`src/sv/ihs_pkg.sv`:
```
`default_nettype none
// ----------------------------------------------------------------------------
// ihs_pkg
// Shared constants, codes and memory word layouts of the heap scheduler.
// ----------------------------------------------------------------------------
package ihs_pkg;

  // heap entries and hash slots (slot count must be a power of two)
  localparam int HEAP_DEPTH  = 64;
  localparam int TABLE_SLOTS = 128;
  localparam int PW          = $clog2(HEAP_DEPTH);
  localparam int SW          = $clog2(TABLE_SLOTS);
  localparam int CW          = 7;
  localparam int LIM_MAX     = (HEAP_DEPTH < TABLE_SLOTS - 1) ? HEAP_DEPTH : TABLE_SLOTS - 1;

  // action codes
  localparam logic [1:0] ACT_ADD    = 2'd0;
  localparam logic [1:0] ACT_DONE   = 2'd1;
  localparam logic [1:0] ACT_CANCEL = 2'd2;
  localparam logic [1:0] ACT_RETIME = 2'd3;

  // status codes
  localparam logic [1:0] ST_OK    = 2'd0;
  localparam logic [1:0] ST_FULL  = 2'd1;
  localparam logic [1:0] ST_DUP   = 2'd2;
  localparam logic [1:0] ST_NOTFD = 2'd3;

  // slot kinds
  localparam logic [1:0] SLOT_EMPTY = 2'd0;
  localparam logic [1:0] SLOT_TOMB  = 2'd1;
  localparam logic [1:0] SLOT_USED  = 2'd2;

  typedef struct packed {
    logic [15:0]        id;
    logic signed [31:0] tm;
    logic               done;
    logic [SW-1:0]      slot;
  } heap_entry_t;

  typedef struct packed {
    logic [1:0]    kind;
    logic [15:0]   id;
    logic [PW-1:0] pos;
  } slot_entry_t;

  localparam int HEW = $bits(heap_entry_t);
  localparam int SEW = $bits(slot_entry_t);

  typedef struct packed {
    logic            we;
    logic [PW-1:0]   waddr;
    heap_entry_t     wdata;
    logic            re;
    logic [PW-1:0]   raddr;
  } heap_req_t;

  typedef struct packed {
    logic            we;
    logic [SW-1:0]   waddr;
    slot_entry_t     wdata;
    logic            re;
    logic [SW-1:0]   raddr;
  } slot_req_t;

endpackage
`default_nettype wire

```
`src/sv/ihs_in_if.sv`:
```
`default_nettype none
// ----------------------------------------------------------------------------
// ihs_in_if
// Request channel: action, task id and time value with valid/ready.
// ----------------------------------------------------------------------------
interface ihs_in_if;
  logic               valid;
  logic               ready;
  logic [1:0]         action;
  logic [15:0]        task_id;
  logic signed [31:0] time_value;

  modport source (output valid, action, task_id, time_value, input ready);
  modport sink   (input valid, action, task_id, time_value, output ready);
endinterface
`default_nettype wire

```
`src/sv/ihs_out_if.sv`:
```
`default_nettype none
// ----------------------------------------------------------------------------
// ihs_out_if
// Result channel: status, heap root and task count with valid/ready.
// ----------------------------------------------------------------------------
interface ihs_out_if;
  logic               valid;
  logic               ready;
  logic [1:0]         status;
  logic               head_valid;
  logic [15:0]        head_id;
  logic signed [31:0] head_time;
  logic               head_done;
  logic [6:0]         task_count;

  modport source (output valid, status, head_valid, head_id, head_time, head_done,
                  task_count, input ready);
  modport sink   (input valid, status, head_valid, head_id, head_time, head_done,
                  task_count, output ready);
endinterface
`default_nettype wire

```
`src/sv/ihs_ctrl.sv`:
```
`default_nettype none
// ----------------------------------------------------------------------------
// ihs_ctrl
// Sequencer: hash probe, heap read-modify-write and sift steps.
// ----------------------------------------------------------------------------
module ihs_ctrl (
  input  wire logic                   clk_i,
  input  wire logic                   rst_ni,
  ihs_in_if.sink                      in_i,
  ihs_out_if.source                   out_o,
  input  wire logic [ihs_pkg::CW-1:0] cap_i,
  output ihs_pkg::heap_req_t          heap_o,
  input  wire ihs_pkg::heap_entry_t   heap_rd_i,
  output ihs_pkg::slot_req_t          slot_o,
  input  wire ihs_pkg::slot_entry_t   slot_rd_i
);

  localparam int PW = ihs_pkg::PW;
  localparam int SW = ihs_pkg::SW;
  localparam int CW = ihs_pkg::CW;

  localparam logic [3:0] S_IDLE  = 4'd0;
  localparam logic [3:0] S_PRB   = 4'd1;
  localparam logic [3:0] S_CHK   = 4'd2;
  localparam logic [3:0] S_DISP  = 4'd3;
  localparam logic [3:0] S_RMW   = 4'd4;
  localparam logic [3:0] S_CAN   = 4'd5;
  localparam logic [3:0] S_SU_RD = 4'd6;
  localparam logic [3:0] S_SU_CM = 4'd7;
  localparam logic [3:0] S_SD_RL = 4'd8;
  localparam logic [3:0] S_SD_RR = 4'd9;
  localparam logic [3:0] S_SD_CM = 4'd10;
  localparam logic [3:0] S_PLACE = 4'd11;
  localparam logic [3:0] S_ROOT  = 4'd12;
  localparam logic [3:0] S_FIN   = 4'd13;

  logic [3:0]           st_q, st_d;
  logic [1:0]           act_q, act_d;
  logic [15:0]          id_q, id_d;
  logic signed [31:0]   tv_q, tv_d;
  logic [SW-1:0]        h_q, h_d, n_q, n_d, free_q, free_d, fslot_q, fslot_d;
  logic                 fvld_q, fvld_d, found_q, found_d;
  logic [PW-1:0]        fpos_q, fpos_d, i_q, i_d;
  logic [CW-1:0]        cnt_q, cnt_d;
  logic                 moved_q, moved_d, down_q, down_d, rvld_q, rvld_d;
  ihs_pkg::heap_entry_t cur_q, cur_d, lch_q, lch_d;
  logic [1:0]           stat_q, stat_d;
  logic [ihs_pkg::TABLE_SLOTS-1:0] svld_q, svld_d;
  logic                 vrd_q, vrd_d;

  // result register
  logic                 ov_q, ov_d;
  logic [1:0]           ost_q, ost_d;
  logic                 ohv_q, ohv_d, ohd_q, ohd_d;
  logic [15:0]          ohid_q, ohid_d;
  logic signed [31:0]   oht_q, oht_d;
  logic [CW-1:0]        ocnt_q, ocnt_d;

  // helpers
  logic [CW-1:0]        lim, last;
  logic [1:0]           kind;
  logic [PW-1:0]        par;
  logic [PW+1:0]        lidx, ridx;
  logic                 take_l, take_r;
  logic signed [31:0]   mtime;

  assign lim  = (cap_i > CW'(ihs_pkg::LIM_MAX)) ? CW'(ihs_pkg::LIM_MAX) : cap_i;
  assign last = cnt_q - CW'(1);
  assign kind = vrd_q ? slot_rd_i.kind : ihs_pkg::SLOT_EMPTY;
  assign par  = (i_q - PW'(1)) >> 1;
  assign lidx = ({2'b00, i_q} << 1) + (PW+2)'(1);
  assign ridx = ({2'b00, i_q} << 1) + (PW+2)'(2);
  assign take_l = ($signed(lch_q.tm) < $signed(cur_q.tm));
  assign mtime  = take_l ? lch_q.tm : cur_q.tm;
  assign take_r = rvld_q && ($signed(heap_rd_i.tm) < mtime);

  assign in_i.ready       = (st_q == S_IDLE);
  assign out_o.valid      = ov_q;
  assign out_o.status     = ost_q;
  assign out_o.head_valid = ohv_q;
  assign out_o.head_id    = ohid_q;
  assign out_o.head_time  = oht_q;
  assign out_o.head_done  = ohd_q;
  assign out_o.task_count = ocnt_q;

  // sequencer
  always_comb begin
    st_d = st_q; act_d = act_q; id_d = id_q; tv_d = tv_q;
    h_d = h_q; n_d = n_q; free_d = free_q; fvld_d = fvld_q;
    found_d = found_q; fslot_d = fslot_q; fpos_d = fpos_q;
    cnt_d = cnt_q; i_d = i_q; moved_d = moved_q; down_d = down_q; rvld_d = rvld_q;
    cur_d = cur_q; lch_d = lch_q; stat_d = stat_q; svld_d = svld_q; vrd_d = vrd_q;
    ov_d = ov_q; ost_d = ost_q; ohv_d = ohv_q; ohd_d = ohd_q;
    ohid_d = ohid_q; oht_d = oht_q; ocnt_d = ocnt_q;
    heap_o = '0;
    slot_o = '0;

    if (ov_q && out_o.ready) begin
      ov_d = 1'b0;
    end

    case (st_q)
      S_IDLE: begin
        if (in_i.valid) begin
          act_d  = in_i.action;
          id_d   = in_i.task_id;
          tv_d   = in_i.time_value;
          stat_d = ihs_pkg::ST_OK;
          h_d    = in_i.task_id[SW-1:0];
          n_d    = '0;
          fvld_d = 1'b0;
          if (in_i.action == ihs_pkg::ACT_ADD && cnt_q >= lim) begin
            stat_d = ihs_pkg::ST_FULL;
            st_d   = S_ROOT;
          end else begin
            st_d = S_PRB;
          end
        end
      end
      // probe read
      S_PRB: begin
        slot_o.re    = 1'b1;
        slot_o.raddr = h_q;
        vrd_d        = svld_q[h_q];
        st_d         = S_CHK;
      end
      // probe check
      S_CHK: begin
        if (kind == ihs_pkg::SLOT_USED && slot_rd_i.id == id_q) begin
          found_d = 1'b1;
          fslot_d = h_q;
          fpos_d  = slot_rd_i.pos;
          st_d    = S_DISP;
        end else if (kind == ihs_pkg::SLOT_EMPTY) begin
          if (!fvld_q) begin
            free_d = h_q;
            fvld_d = 1'b1;
          end
          found_d = 1'b0;
          st_d    = S_DISP;
        end else begin
          if (kind == ihs_pkg::SLOT_TOMB && !fvld_q) begin
            free_d = h_q;
            fvld_d = 1'b1;
          end
          if (n_q == SW'(ihs_pkg::TABLE_SLOTS - 1)) begin
            found_d = 1'b0;
            st_d    = S_DISP;
          end else begin
            n_d  = n_q + SW'(1);
            h_d  = h_q + SW'(1);
            st_d = S_PRB;
          end
        end
      end
      // act on the lookup
      S_DISP: begin
        if (act_q == ihs_pkg::ACT_ADD) begin
          if (found_q) begin
            stat_d = ihs_pkg::ST_DUP;
            st_d   = S_ROOT;
          end else begin
            cur_d.id   = id_q;
            cur_d.tm   = tv_q;
            cur_d.done = 1'b0;
            cur_d.slot = free_q;
            i_d        = cnt_q[PW-1:0];
            cnt_d      = cnt_q + CW'(1);
            moved_d    = 1'b0;
            down_d     = 1'b0;
            st_d       = S_SU_RD;
          end
        end else if (!found_q) begin
          stat_d = ihs_pkg::ST_NOTFD;
          st_d   = S_ROOT;
        end else if (act_q == ihs_pkg::ACT_CANCEL) begin
          slot_o.we         = 1'b1;
          slot_o.waddr      = fslot_q;
          slot_o.wdata.kind = ihs_pkg::SLOT_TOMB;
          slot_o.wdata.id   = id_q;
          slot_o.wdata.pos  = fpos_q;
          svld_d[fslot_q]   = 1'b1;
          if (fpos_q == last[PW-1:0]) begin
            cnt_d = last;
            st_d  = S_ROOT;
          end else begin
            heap_o.re    = 1'b1;
            heap_o.raddr = last[PW-1:0];
            st_d         = S_CAN;
          end
        end else begin
          heap_o.re    = 1'b1;
          heap_o.raddr = fpos_q;
          st_d         = S_RMW;
        end
      end
      // completed mark or new time
      S_RMW: begin
        if (act_q == ihs_pkg::ACT_DONE) begin
          heap_o.we         = 1'b1;
          heap_o.waddr      = fpos_q;
          heap_o.wdata      = heap_rd_i;
          heap_o.wdata.done = 1'b1;
          st_d              = S_ROOT;
        end else begin
          cur_d    = heap_rd_i;
          cur_d.tm = tv_q;
          i_d      = fpos_q;
          moved_d  = 1'b0;
          down_d   = 1'b1;
          st_d     = S_SU_RD;
        end
      end
      // last entry fills the hole
      S_CAN: begin
        cur_d   = heap_rd_i;
        i_d     = fpos_q;
        cnt_d   = last;
        moved_d = 1'b0;
        down_d  = 1'b1;
        st_d    = S_SU_RD;
      end
      // sift up: fetch parent
      S_SU_RD: begin
        if (i_q == '0) begin
          st_d = (down_q && !moved_q) ? S_SD_RL : S_PLACE;
        end else begin
          heap_o.re    = 1'b1;
          heap_o.raddr = par;
          st_d         = S_SU_CM;
        end
      end
      // sift up: parent stays or moves down into the hole
      S_SU_CM: begin
        if ($signed(heap_rd_i.tm) <= $signed(cur_q.tm)) begin
          st_d = (down_q && !moved_q) ? S_SD_RL : S_PLACE;
        end else begin
          heap_o.we         = 1'b1;
          heap_o.waddr      = i_q;
          heap_o.wdata      = heap_rd_i;
          slot_o.we         = 1'b1;
          slot_o.waddr      = heap_rd_i.slot;
          slot_o.wdata.kind = ihs_pkg::SLOT_USED;
          slot_o.wdata.id   = heap_rd_i.id;
          slot_o.wdata.pos  = i_q;
          svld_d[heap_rd_i.slot] = 1'b1;
          i_d     = par;
          moved_d = 1'b1;
          st_d    = S_SU_RD;
        end
      end
      // sift down: fetch left child
      S_SD_RL: begin
        if (lidx < {1'b0, cnt_q}) begin
          heap_o.re    = 1'b1;
          heap_o.raddr = lidx[PW-1:0];
          st_d         = S_SD_RR;
        end else begin
          st_d = S_PLACE;
        end
      end
      // sift down: fetch right child
      S_SD_RR: begin
        lch_d = heap_rd_i;
        if (ridx < {1'b0, cnt_q}) begin
          heap_o.re    = 1'b1;
          heap_o.raddr = ridx[PW-1:0];
          rvld_d       = 1'b1;
        end else begin
          rvld_d = 1'b0;
        end
        st_d = S_SD_CM;
      end
      // sift down: smaller child moves up into the hole
      S_SD_CM: begin
        if (take_r || take_l) begin
          heap_o.we         = 1'b1;
          heap_o.waddr      = i_q;
          heap_o.wdata      = take_r ? heap_rd_i : lch_q;
          slot_o.we         = 1'b1;
          slot_o.waddr      = heap_o.wdata.slot;
          slot_o.wdata.kind = ihs_pkg::SLOT_USED;
          slot_o.wdata.id   = heap_o.wdata.id;
          slot_o.wdata.pos  = i_q;
          svld_d[heap_o.wdata.slot] = 1'b1;
          i_d  = take_r ? ridx[PW-1:0] : lidx[PW-1:0];
          st_d = S_SD_RL;
        end else begin
          st_d = S_PLACE;
        end
      end
      // moving task lands
      S_PLACE: begin
        heap_o.we         = 1'b1;
        heap_o.waddr      = i_q;
        heap_o.wdata      = cur_q;
        slot_o.we         = 1'b1;
        slot_o.waddr      = cur_q.slot;
        slot_o.wdata.kind = ihs_pkg::SLOT_USED;
        slot_o.wdata.id   = cur_q.id;
        slot_o.wdata.pos  = i_q;
        svld_d[cur_q.slot] = 1'b1;
        st_d              = S_ROOT;
      end
      S_ROOT: begin
        heap_o.re    = 1'b1;
        heap_o.raddr = '0;
        st_d         = S_FIN;
      end
      // hand the result to the output register
      S_FIN: begin
        if (!ov_q || out_o.ready) begin
          ov_d   = 1'b1;
          ost_d  = stat_q;
          ocnt_d = cnt_q;
          ohv_d  = (cnt_q != '0);
          ohid_d = (cnt_q != '0) ? heap_rd_i.id : 16'd0;
          oht_d  = (cnt_q != '0) ? heap_rd_i.tm : 32'sd0;
          ohd_d  = (cnt_q != '0) ? heap_rd_i.done : 1'b0;
          st_d   = S_IDLE;
        end
      end
      default: begin
        st_d = S_IDLE;
      end
    endcase
  end

  // control state
  always_ff @(posedge clk_i or negedge rst_ni) begin
    if (!rst_ni) begin
      st_q   <= S_IDLE;
      cnt_q  <= '0;
      svld_q <= '0;
      ov_q   <= 1'b0;
    end else begin
      st_q   <= st_d;
      cnt_q  <= cnt_d;
      svld_q <= svld_d;
      ov_q   <= ov_d;
    end
  end

  // working and payload registers
  always_ff @(posedge clk_i) begin
    act_q <= act_d; id_q <= id_d; tv_q <= tv_d;
    h_q <= h_d; n_q <= n_d; free_q <= free_d; fvld_q <= fvld_d;
    found_q <= found_d; fslot_q <= fslot_d; fpos_q <= fpos_d;
    i_q <= i_d; moved_q <= moved_d; down_q <= down_d; rvld_q <= rvld_d;
    cur_q <= cur_d; lch_q <= lch_d; stat_q <= stat_d; vrd_q <= vrd_d;
    ost_q <= ost_d; ohv_q <= ohv_d; ohd_q <= ohd_d;
    ohid_q <= ohid_d; oht_q <= oht_d; ocnt_q <= ocnt_d;
  end

endmodule
`default_nettype wire
```
`src/flat_wrapper.sv`:
```
// flat-port wrapper written by rule: the top's interface ports become plain ports
module ihs_ctrl_flat 
  (clk_i, rst_ni, cap_i, heap_o, heap_rd_i, slot_o, slot_rd_i, in_i_valid, in_i_action, in_i_task_id, in_i_time_value, in_i_ready, out_o_valid, out_o_status, out_o_head_valid, out_o_head_id, out_o_head_time, out_o_head_done, out_o_task_count, out_o_ready);
  ihs_in_if in_i_i ();
  ihs_out_if out_o_i ();
  input  wire logic clk_i;
  input  wire logic rst_ni;
  input  wire logic [ihs_pkg::CW-1:0] cap_i;
  output ihs_pkg::heap_req_t heap_o;
  input  wire ihs_pkg::heap_entry_t heap_rd_i;
  output ihs_pkg::slot_req_t slot_o;
  input  wire ihs_pkg::slot_entry_t slot_rd_i;
  input wire logic [$bits(in_i_i.valid)-1:0] in_i_valid;
  input wire logic [$bits(in_i_i.action)-1:0] in_i_action;
  input wire logic [$bits(in_i_i.task_id)-1:0] in_i_task_id;
  input wire logic [$bits(in_i_i.time_value)-1:0] in_i_time_value;
  output wire logic [$bits(in_i_i.ready)-1:0] in_i_ready;
  output wire logic [$bits(out_o_i.valid)-1:0] out_o_valid;
  output wire logic [$bits(out_o_i.status)-1:0] out_o_status;
  output wire logic [$bits(out_o_i.head_valid)-1:0] out_o_head_valid;
  output wire logic [$bits(out_o_i.head_id)-1:0] out_o_head_id;
  output wire logic [$bits(out_o_i.head_time)-1:0] out_o_head_time;
  output wire logic [$bits(out_o_i.head_done)-1:0] out_o_head_done;
  output wire logic [$bits(out_o_i.task_count)-1:0] out_o_task_count;
  input wire logic [$bits(out_o_i.ready)-1:0] out_o_ready;
  assign in_i_i.valid = in_i_valid;
  assign in_i_i.action = in_i_action;
  assign in_i_i.task_id = in_i_task_id;
  assign in_i_i.time_value = in_i_time_value;
  assign in_i_ready = in_i_i.ready;
  assign out_o_valid = out_o_i.valid;
  assign out_o_status = out_o_i.status;
  assign out_o_head_valid = out_o_i.head_valid;
  assign out_o_head_id = out_o_i.head_id;
  assign out_o_head_time = out_o_i.head_time;
  assign out_o_head_done = out_o_i.head_done;
  assign out_o_task_count = out_o_i.task_count;
  assign out_o_i.ready = out_o_ready;
  ihs_ctrl u_core (.clk_i(clk_i), .rst_ni(rst_ni), .in_i(in_i_i), .out_o(out_o_i), .cap_i(cap_i), .heap_o(heap_o), .heap_rd_i(heap_rd_i), .slot_o(slot_o), .slot_rd_i(slot_rd_i));
endmodule
```
`config.mk`:
```
export PLATFORM = sky130hd
export DESIGN_NAME = ihs_ctrl_flat
export DESIGN_NICKNAME = d
export VERILOG_FILES = /design/src/sv/ihs_pkg.sv /design/src/sv/ihs_in_if.sv /design/src/sv/ihs_out_if.sv /design/src/sv/ihs_ctrl.sv /design/src/flat_wrapper.sv
export SDC_FILE = /design/constraint.sdc
export NUM_CORES = 1
export LEC_CHECK = 0
export BUFFER_PORTS_ARGS = -buffer_cell sky130_fd_sc_hd__buf_2
export CORE_AREA = 2 2 280 282
export CTS_BUF_LIST = sky130_fd_sc_hd__clkbuf_16
export DETAILED_ROUTE_END_ITERATION = 6
export DIE_AREA = 0 0 282 284
export SKIP_LAST_GASP = 1
export SLEW_MARGIN = 10
export SYNTH_ARGS = -nofsm -noshare
export SYNTH_HDL_FRONTEND = slang
export SYNTH_SLANG_ARGS = --single-unit
export TNS_END_PERCENT = 50
```
`constraint.sdc`:
```
create_clock -name clk_i -period 9.33 [get_ports clk_i]
set_input_delay 1.3995 -clock clk_i [delete_from_list [all_inputs] [get_ports clk_i]]
set_output_delay 1.3995 -clock clk_i [all_outputs]
set_load 0.02 [all_outputs]
```
* After elaboration in Yosys (flattened, before gate mapping)
Cells that the tools add are included.
** Word-level totals
- Register bits :: 409
- Input port bits :: 141
- Output and inout port bits :: 171
** Cells by class
- Add/subtract/negate cells :: 7
- Order comparisons :: 16
- Eq/ne operators :: 41
- Multiplexer cells :: 111
- Bitwise operators :: 5
- Reduce and logical (&&, ||, !) cells :: 44
** Operators with widths (number)
- $mux W128 :: 5
- $or A128 B128 Y128 :: 4
- $pmux W128 S4 :: 1
- $pmux W63 S4 :: 1
- $mux W56 :: 4
- $mux W32 :: 6
- $mux W63 :: 3
- $mux W7 :: 24
- $pmux W56 S3 :: 1
- $pmux W32 S4 :: 1
- $lt A32 B32 Y1 :: 2
- $pmux W4 S14 :: 1
- $mux W4 :: 13
- $pmux W7 S2 :: 3
- $lt A7 B8 Y1 const B :: 5
- $mux W6 :: 6
- $pmux W7 S5 :: 1
- $le A32 B32 Y1 :: 1
- $pmux W6 S5 :: 1
- $demux W1 S7 :: 4
- $ge A7 B1 Y1 const B :: 4
- $eq A4 B4 Y1 const B :: 6
- $add A7 B1 Y7 const B :: 3
- $mux W1 :: 21
- 43 further kinds :: 103

* Depth between registers and ports, before layout
Gate-level depths: netlist of run 1.
- Depth after elaboration :: 12
- Gate-level depth with buffers :: 24
- Gate-level depth less buffers :: 20

* Worst setup path after synthesis of run 1
Ideal clock, no wire load.
- Path kind :: reg2out
- Start :: register u_core.lch_q[23] in the netlist's numbering
- End :: output slot_o[14] in the netlist's numbering
- Arrival :: 5.384 ns
- Path slack :: 2.546 ns
- Cell stages (with the launch flop) :: 24
- Buffers on the path :: 4
- Path through :: edfxtp_1 ha_1 nand4_1 or4_1 o32ai_2 o31ai_1 nand3_1 and2_1 clkbuf_1 buf_1 mux2i_1 ha_1 and3_1 a21o_1 o311ai_1 o211a_1 o21ai_1 nor4_4 nor2_2 buf_6 buf_6 nand3_1 o211ai_1 a221o_1
** RTL lines
- start: declaration :: RTL line ihs_ctrl.sv:46 : ihs_pkg::heap_entry_t cur_q, cur_d, lch_q, lch_d;
- start signal: assignment :: RTL line ihs_ctrl.sv:350 : cur_q <= cur_d; lch_q <= lch_d; stat_q <= stat_d; vrd_q <= vrd_d;
- end: declaration :: RTL line flat_wrapper.sv:11 : output ihs_pkg::slot_req_t slot_o;

==> results of run 1 <==
==> synthesized netlist by cell type, drive strengths merged (63+ instances only) <==
library cell  number
o221ai           114
nand2            264
a21oi            113
clkbuf           128
nand3            134
edfxtp           269
nor2             124
dfrtp            140
ha               121
a31o              95
and2              63
buf               63
o21ai            210
inv               68
==> worst max-delay path, delay by kind of cell (launching register included) <==
family,cells,cell delay (ns)
AO/OA/AOI/OAI,11,2.94
AND/OR/NAND/NOR,5,1.81
multiplexers,1,0.24
adder cells (fa/ha/maj),2,0.51
flip-flops,1,0.41
buffers and inverters,4,0.92
==> final cells by class <==
type,count,area (um^2)
diodes,7,17.5
clock buffers,50,1250
clock inverters,36,255
fillers,7649,46200
inverters,70,263
multi-input cells,2017,14200
flip-flops and latches,409,11600
well taps,1040,1300
repair buffers,351,1880
==> power by group <==
group | internal [mW] | total (mW) | switching (mW)
Sequential | 2.53 | 2.98 | 0.446
Clock | 1.01 | 1.84 | 0.828
Combinational | 1.50 | 4.02 | 2.52
Total | 5.04 | 8.83 | 3.79
==> logic make-up (layout without fill, tap and decap cells) <==
group | Yosys count | in the layout
and+or+nand+nor | 823 | 823
muxes | 134 | 134
xor gates and xnor gates | 52 | 52
DFF | 409 | 409
buffers and inverters | 261 | 507
other | 0 | 7
AOI/OAI and AO/OA | 887 | 887
adders and majority gates | 121 | 121
==> worst min-delay path by stage <==
stage | cells after the start | endpoint | slack [ns] | startpoint
CTS | 0 | u_core.out_o.status[0] | 0.43 | u_core.stat_q[0]
finish | 0 | u_core.out_o.status[0] | 0.43 | u_core.stat_q[0]
global placement | 0 | u_core.out_o.status[1] | 0.40 | u_core.stat_q[1]
detailed placement | 0 | u_core.out_o.status[0] | 0.42 | u_core.stat_q[0]
global route | 0 | u_core.out_o.status[0] | 0.44 | u_core.stat_q[0]
floorplan | 0 | u_core.out_o.status[0] | 0.40 | u_core.stat_q[0]
==> sequential cells by signal (all words and copies together) (netlist names), 6 cells and up <==
| name | flops |
|---|---|
| u_core.fslot_q | 7 |
| u_core.i_q | 6 |
| u_core.h_q | 7 |
| u_core.cnt_q | 7 |
| u_core.fpos_q | 6 |
| u_core.id_q | 16 |
| u_core.out_o.head_id | 16 |
| u_core.svld_q | 128 |
| u_core.out_o.task_count | 7 |
| u_core.lch_q | 56 |
| u_core.tv_q | 32 |
| u_core.free_q | 7 |
| u_core.cur_q | 56 |
| u_core.n_q | 7 |
| u_core.out_o.head_time | 32 |
==> per-layer routing <==
| layer | up-vias | wire length (um) | global-route usage | share of wire |
|---|---|---|---|---|
| met3 | 305 | 12500 | 0.0734 | 0.11 |
| met2 | 1614 | 49000 | 0.406 | 0.44 |
| met5 | - | 225 | 0.0122 | 0.0020 |
| met4 | 16 | 4620 | 0.100 | 0.041 |
| li1 | 10900 | - | - | - |
| met1 | 12400 | 45100 | 0.364 | 0.40 |
==> metrics by stage <==
stage	setup WS [ns]	power, mW	cell area (um^2)	utilization	std cells
6_report	0.445	8.83	30700	0.400	3980
5_1_grt	0.0453	9.27	30700	0.399	3976
4_1_cts	0.588	8.77	30700	0.399	3973
3_5_place_dp	1.26	6.92	29200	0.380	3887
3_3_place_gp	1.38	6.89	29200	0.380	3887
2_1_floorplan	2.55	5.61	26800	-	2687
==> flow_summary.toml, run 1 <==
[worst_setup_path]
crit_start = "u_core.cur_q[35]"
cp_data_required_time_ns = 7.93
crit_path_end = "slot_o[34]"
cp_max_fo = 34
r2r_setup_slack_ns = 1.24
ff2ff_path_depth = 25
worstReg2RegEnd = "u_core.svld_q[120]"
cp.arrival_ns = 7.49
critical_path.reg2reg.startpoint = "u_core.cur_q[35]"
critical-path-max-stage-delay_ns = 0.77
critical_path.startpoint_type = "flop"
worst_path_max_delay_cell = "sky130_fd_sc_hd__and2_2"
timing_worst_setup_path_type = "reg -> out"
cp-end-kind = "output pin"
crit_chain = "inv_1 > ha_1 > a21oi_1 > o21ai_0 > nor3_1 > o31ai_1 > o21ai_0 > and2_2 > buf_12 > mux2i_1 > ha_1 > and3_1 > a21o_1 > o311ai_1 > o211a_1 > o2111ai_1 > a21oi_4 > nor2_4 > buf_4 > nand3_1 > o211ai_1 > a221o_1 > buf_2"

[synth]
synth_largest_area_cell = "sky130_fd_sc_hd__edfxtp_1"
post_synth_num_cell_types = 80
yosys.area.top_type_share = 0.302
synth_async_sr_flop_share = 0.342
synth_simple_gate_area_share = 0.151
syn_inst = 2687
synth.ff_latch_count = 409
synth_compound_area_frac = 0.237
synth_area_mm2 = 0.0268
synth_xor_area_frac = 0.0170
yosysWarnings = 0
synth_flop_cell = "sky130_fd_sc_hd__edfxtp_1"
muxShareOfSynthArea = 0.0653
synth_top_family_by_area = "compound AO/OA/AOI/OAI gates"
synth.net_count = 2949
yosysSeqAreaShare = 0.433
postSynthAreaPerCell_um2 = 9.96
synth_enable_flop_cells = 269
most_area_consuming_cells_after_synthesis = "sky130_fd_sc_hd__edfxtp_1, sky130_fd_sc_hd__dfrtp_1, sky130_fd_sc_hd__ha_1"
adder_cell_share_of_the_synthesized_area = 0.0566

[sta]
timing.clock.skew_ns = 0.0408
setup_viol = 0
timing.max_slew.rel_slack = 0.142
post_route_setup_tns_ns = 0
final_period_minus_worst_setup_slack_ns = 8.88
hold_viol_final = 0
period_share = 0.952
hold_ws_ns = 0.432
maxSlewViolCount = 0
worst_slew_pin_tran_ns = 1.29
achievable-frequency_mhz = 113
setup_repair_after_global_routing_missed_its_margin = "no"

[global_routing]
grt_antenna_before_repair = 14
grt_first_pass_wirelength_um = 161000
grt_start_max_net_pins = 109
vias_in_the_first_global_route = 23500
grt.overflow.total = 0
grt_util_all_layers = 0.269

[detailed_routing]
dr_total_vias = 25300
drc_errors = 16
final_routed_wire_length_divided_by_cell_count_um = 28.0
vias_per_cell = 6.35
finalWirelength_um = 111000
violation_count_after_the_first_detailed_routing_iteration = 3646
route.antenna.remaining_nets = 0
detail_route.first_pass.iterations = 7

[floorplanning]
fp.dieArea_mm2 = 0.0801
start_util = 0.348
io_pins = 312
die_width_um = 282
die-height_um = 284
core.rowCount = 102
floorplan.core_area_mm2 = 0.0770

[power_and_ir_drop]
power.density_cell_area_mw_per_mm2 = 287
ir_drop_v = 0.000154
power.leakage_nw = 11.8

[clocking]
clock_sink_count = 409
clock_tree.root_cell = "sky130_fd_sc_hd__clkbuf_16"
worstSkewPairLatency_ns = 0.63
post_cts.repair.setup_buffers = 0
ctsHoldBuffers = 0
cts_clk_pin_slew_worst_paths_ns = 0.06
cts-htree-levels = 2
ctsResizeCount = 0
number_of_buffers_created_by_cts = 46
clock_tree_from_tritoncts = "yes"
cts.path.max_buffers = 3

[cells_and_area]
most_frequent_cells_in_the_layout = "sky130_fd_sc_hd__buf_2, sky130_fd_sc_hd__edfxtp_1, sky130_fd_sc_hd__nand2_1, sky130_fd_sc_hd__o21ai_0, sky130_fd_sc_hd__dfrtp_1"
post_route_cells_drive_above_1_share = 0.210
synthToLayoutAreaGrowth_pct = 14.9
most_common_cell_after_layout_fill_and_taps_aside = "sky130_fd_sc_hd__buf_2"
finish.net_count = 3157

[place]
number_of_buffers_added_on_ports = 311
dp_hpwl_um = 78900
gp_routability_congestion = 1.03

[job]
cap_violations = 0

[outcome]
run_status = "complete, but fails checks"
failed_checks = "design-rule violations"

[worst_hold_path]
hp-class = "reg -> reg"
(Power assumes the default switching activity.)
==> run 2, diff against run 1 <==
--- a/config.mk
+++ b/config.mk
@@ -6,10 +6,11 @@
 export NUM_CORES = 1
 export LEC_CHECK = 0
 export BUFFER_PORTS_ARGS = -buffer_cell sky130_fd_sc_hd__buf_2
-export CORE_AREA = 2 2 280 282
+export CORE_AREA = 4 4 282 284
 export CTS_BUF_LIST = sky130_fd_sc_hd__clkbuf_16
 export DETAILED_ROUTE_END_ITERATION = 6
-export DIE_AREA = 0 0 282 284
+export DIE_AREA = 0 0 286 288
+export PLACE_DENSITY_LB_ADDON = 0.15
 export SKIP_LAST_GASP = 1
 export SLEW_MARGIN = 10
 export SYNTH_ARGS = -nofsm -noshare
==> flow_summary.toml, run 2 (synthesized netlist as in run 1, its figures left out) <==
[global_routing]
grt_start_max_net_pins = 119
grt.overflow.total = 0
grt_util_all_layers = 0.273
grt_antenna_before_repair = 5
grt_first_pass_wirelength_um = 169000
vias_in_the_first_global_route = 24400

[sta]
timing.clock.skew_ns = 0.0477
setup_repair_after_global_routing_missed_its_margin = "yes"
timing.max_slew.rel_slack = 0.146
achievable-frequency_mhz = 111
hold_viol_final = 0
final_period_minus_worst_setup_slack_ns = 9.04
worst_slew_pin_tran_ns = 1.28
period_share = 0.969
maxSlewViolCount = 0
setup_viol = 0

[worst_setup_path]
critical-path-max-stage-delay_ns = 0.82
critical_path.most_common_cell = "sky130_fd_sc_hd__buf_4"
critical_path.reg2reg.startpoint = "u_core.lch_q[23]"
timing_worst_setup_path_type = "reg -> out"
cp-end-kind = "output pin"
worst_path_max_delay_cell = "sky130_fd_sc_hd__nor3_4"
cp_max_fo = 23
critical_path.startpoint_type = "flop"
cp_data_required_time_ns = 7.93
ff2ff_path_depth = 21
crit_chain = "ha_1 > nand4_1 > or4_1 > o32ai_2 > o31ai_1 > nand3_1 > and2_2 > buf_4 > mux2i_1 > ha_1 > nand4_1 > nor3b_1 > nand2_1 > a311oi_1 > and4_1 > nor4_4 > buf_4 > nor3_4 > buf_4 > a32oi_1 > nand2_1 > buf_2"
worstReg2RegEnd = "u_core.svld_q[26]"
cp.arrival_ns = 7.64
r2r_setup_slack_ns = 1.78

[job]
cap_violations = 0

[detailed_routing]
dr_total_vias = 25000
detail_route.first_pass.iterations = 6
drc_errors = 0
finalWirelength_um = 117000
vias_per_cell = 6.27
route.antenna.remaining_nets = 0
final_routed_wire_length_divided_by_cell_count_um = 29.3
violation_count_after_the_first_detailed_routing_iteration = 2667

[worst_hold_path]
hp-class = "reg -> reg"
cells_on_worst_hold_path = 0
timing.hold.worst.start = "u_core.stat_q[0]"
worst_hold_path.endpoint = "u_core.out_o.status[0]"

[floorplanning]
floorplan.core_area_mm2 = 0.0771
die-height_um = 288
start_util = 0.347
fp.dieArea_mm2 = 0.0824
core.rowCount = 102
io_pins = 312
die_width_um = 286

[cells_and_area]
reg_top3 = "u_core.svld_q (128), u_core.cur_q (56), u_core.lch_q (56)"
finish.net_count = 3166
synthToLayoutAreaGrowth_pct = 15.9
stdcell_count = 3988
post_route_cells_drive_above_1_share = 0.212
most_frequent_cells_in_the_layout = "sky130_fd_sc_hd__buf_2, sky130_fd_sc_hd__edfxtp_1, sky130_fd_sc_hd__nand2_1, sky130_fd_sc_hd__o21ai_0, sky130_fd_sc_hd__dfrtp_1"
most_common_cell_after_layout_fill_and_taps_aside = "sky130_fd_sc_hd__buf_2"
largest_reg_flops = 128
regMostFlops = "u_core.svld_q"

[clocking]
ctsHoldBuffers = 0
number_of_buffers_created_by_cts = 52
ctsResizeCount = 0
clock_tree_from_tritoncts = "yes"
cts-htree-levels = 2
cts_clk_pin_slew_worst_paths_ns = 0.06
post_cts.repair.setup_buffers = 0
clock_tree.root_cell = "sky130_fd_sc_hd__clkbuf_16"
clock_sink_count = 409
worstSkewPairLatency_ns = 0.64
cts.path.max_buffers = 3

[place]
number_of_buffers_added_on_ports = 311
placed_cells = 3889
gp_routability_congestion = 0.988
dp_hpwl_um = 82900

[power_and_ir_drop]
ir_drop_v = 0.000165
totalPowerFinal_mw = 9.13
power.density_cell_area_mw_per_mm2 = 295
power.leakage_nw = 12.0

[outcome]
run_status = "complete, no violations"
## run 2: changes by cell type in the layout (fill, tap and decap cells not counted), sizes merged
| cell | previous run | this run |
|---|---|---|
| clkbuf | 50 | 53 |
| inv | 79 | 81 |
| bufinv | 1 | 7 |
| diode | 7 | 2 |
| nor2 | 124 | 125 |
| buf | 351 | 353 |
| clkinv | 24 | 23 |
## run 2: area by class of cell
cell class	instances	area [um^2]
antenna	2	5.00
clock buffer	53	1330
clock inverter	43	438
fill	7646	46100
inverter	70	263
multi-input combinational	2018	14200
sequential	409	11600
tap	1040	1300
timing repair buffer	353	1880
## run 2: metal layers
metal / up-vias / share of wire / global-route usage
li1: 10900 / - / -
met1: 12500 / 0.44 / 0.380
met2: 1286 / 0.45 / 0.430
met3: 233 / 0.084 / 0.0556
met4: 4 / 0.030 / 0.0807
met5: - / 0.00036 / 0.00238
## run 2: worst max-delay path, delay by kind of cell (launching register included)
kind            cells  cell delay [ns]
compound gates      4             1.25
fa+ha+maj           2             0.66
buf+inv             4             1.27
flops               1             0.42
mux                 1             0.14
simple gates       11             3.21
## run 2: worst max path at each step
| stage | from | to | slack (ns) | cells past startpoint |
|---|---|---|---|---|
| 2_1_floorplan | u_core.lch_q[23] | slot_o[14] | 2.55 | 23 |
| 3_3_place_gp | u_core.cur_q[19] | slot_o[32] | 1.04 | 23 |
| 3_5_place_dp | u_core.lch_q[19] | slot_o[32] | 0.95 | 22 |
| 4_1_cts | u_core.lch_q[19] | slot_o[32] | 0.22 | 22 |
| 5_1_grt | u_core.cur_q[23] | heap_o[41] | -0.02 | 23 |
| 6_report | u_core.lch_q[23] | heap_o[41] | 0.29 | 22 |
## run 2: power by group
| group | total [mW] | internal (mW) | switching, mW |
|---|---|---|---|
| Clock | 2.09 | 1.23 | 0.859 |
| Sequential | 2.99 | 2.54 | 0.457 |
| Combinational | 4.05 | 1.50 | 2.55 |
| Total | 9.13 | 5.26 | 3.87 |
## run 2: through the flow
| stage | worst slack (ns) | cell area, um^2 | hold WS [ns] | setup TNS (ns) | util |
|---|---|---|---|---|---|
| finish | 0.292 | 31000 | 0.424 | 0 | 0.402 |
| global route | -0.0233 | 31000 | 0.429 | -0.0587 | 0.402 |
| CTS | 0.219 | 31000 | 0.427 | 0 | 0.402 |
| detailed placement | 0.948 | 29200 | 0.412 | 0 | 0.379 |
| global placement | 1.04 | 29200 | 0.408 | 0 | 0.379 |
| floorplan | 2.55 | 26800 | 0.400 | 0 | - |
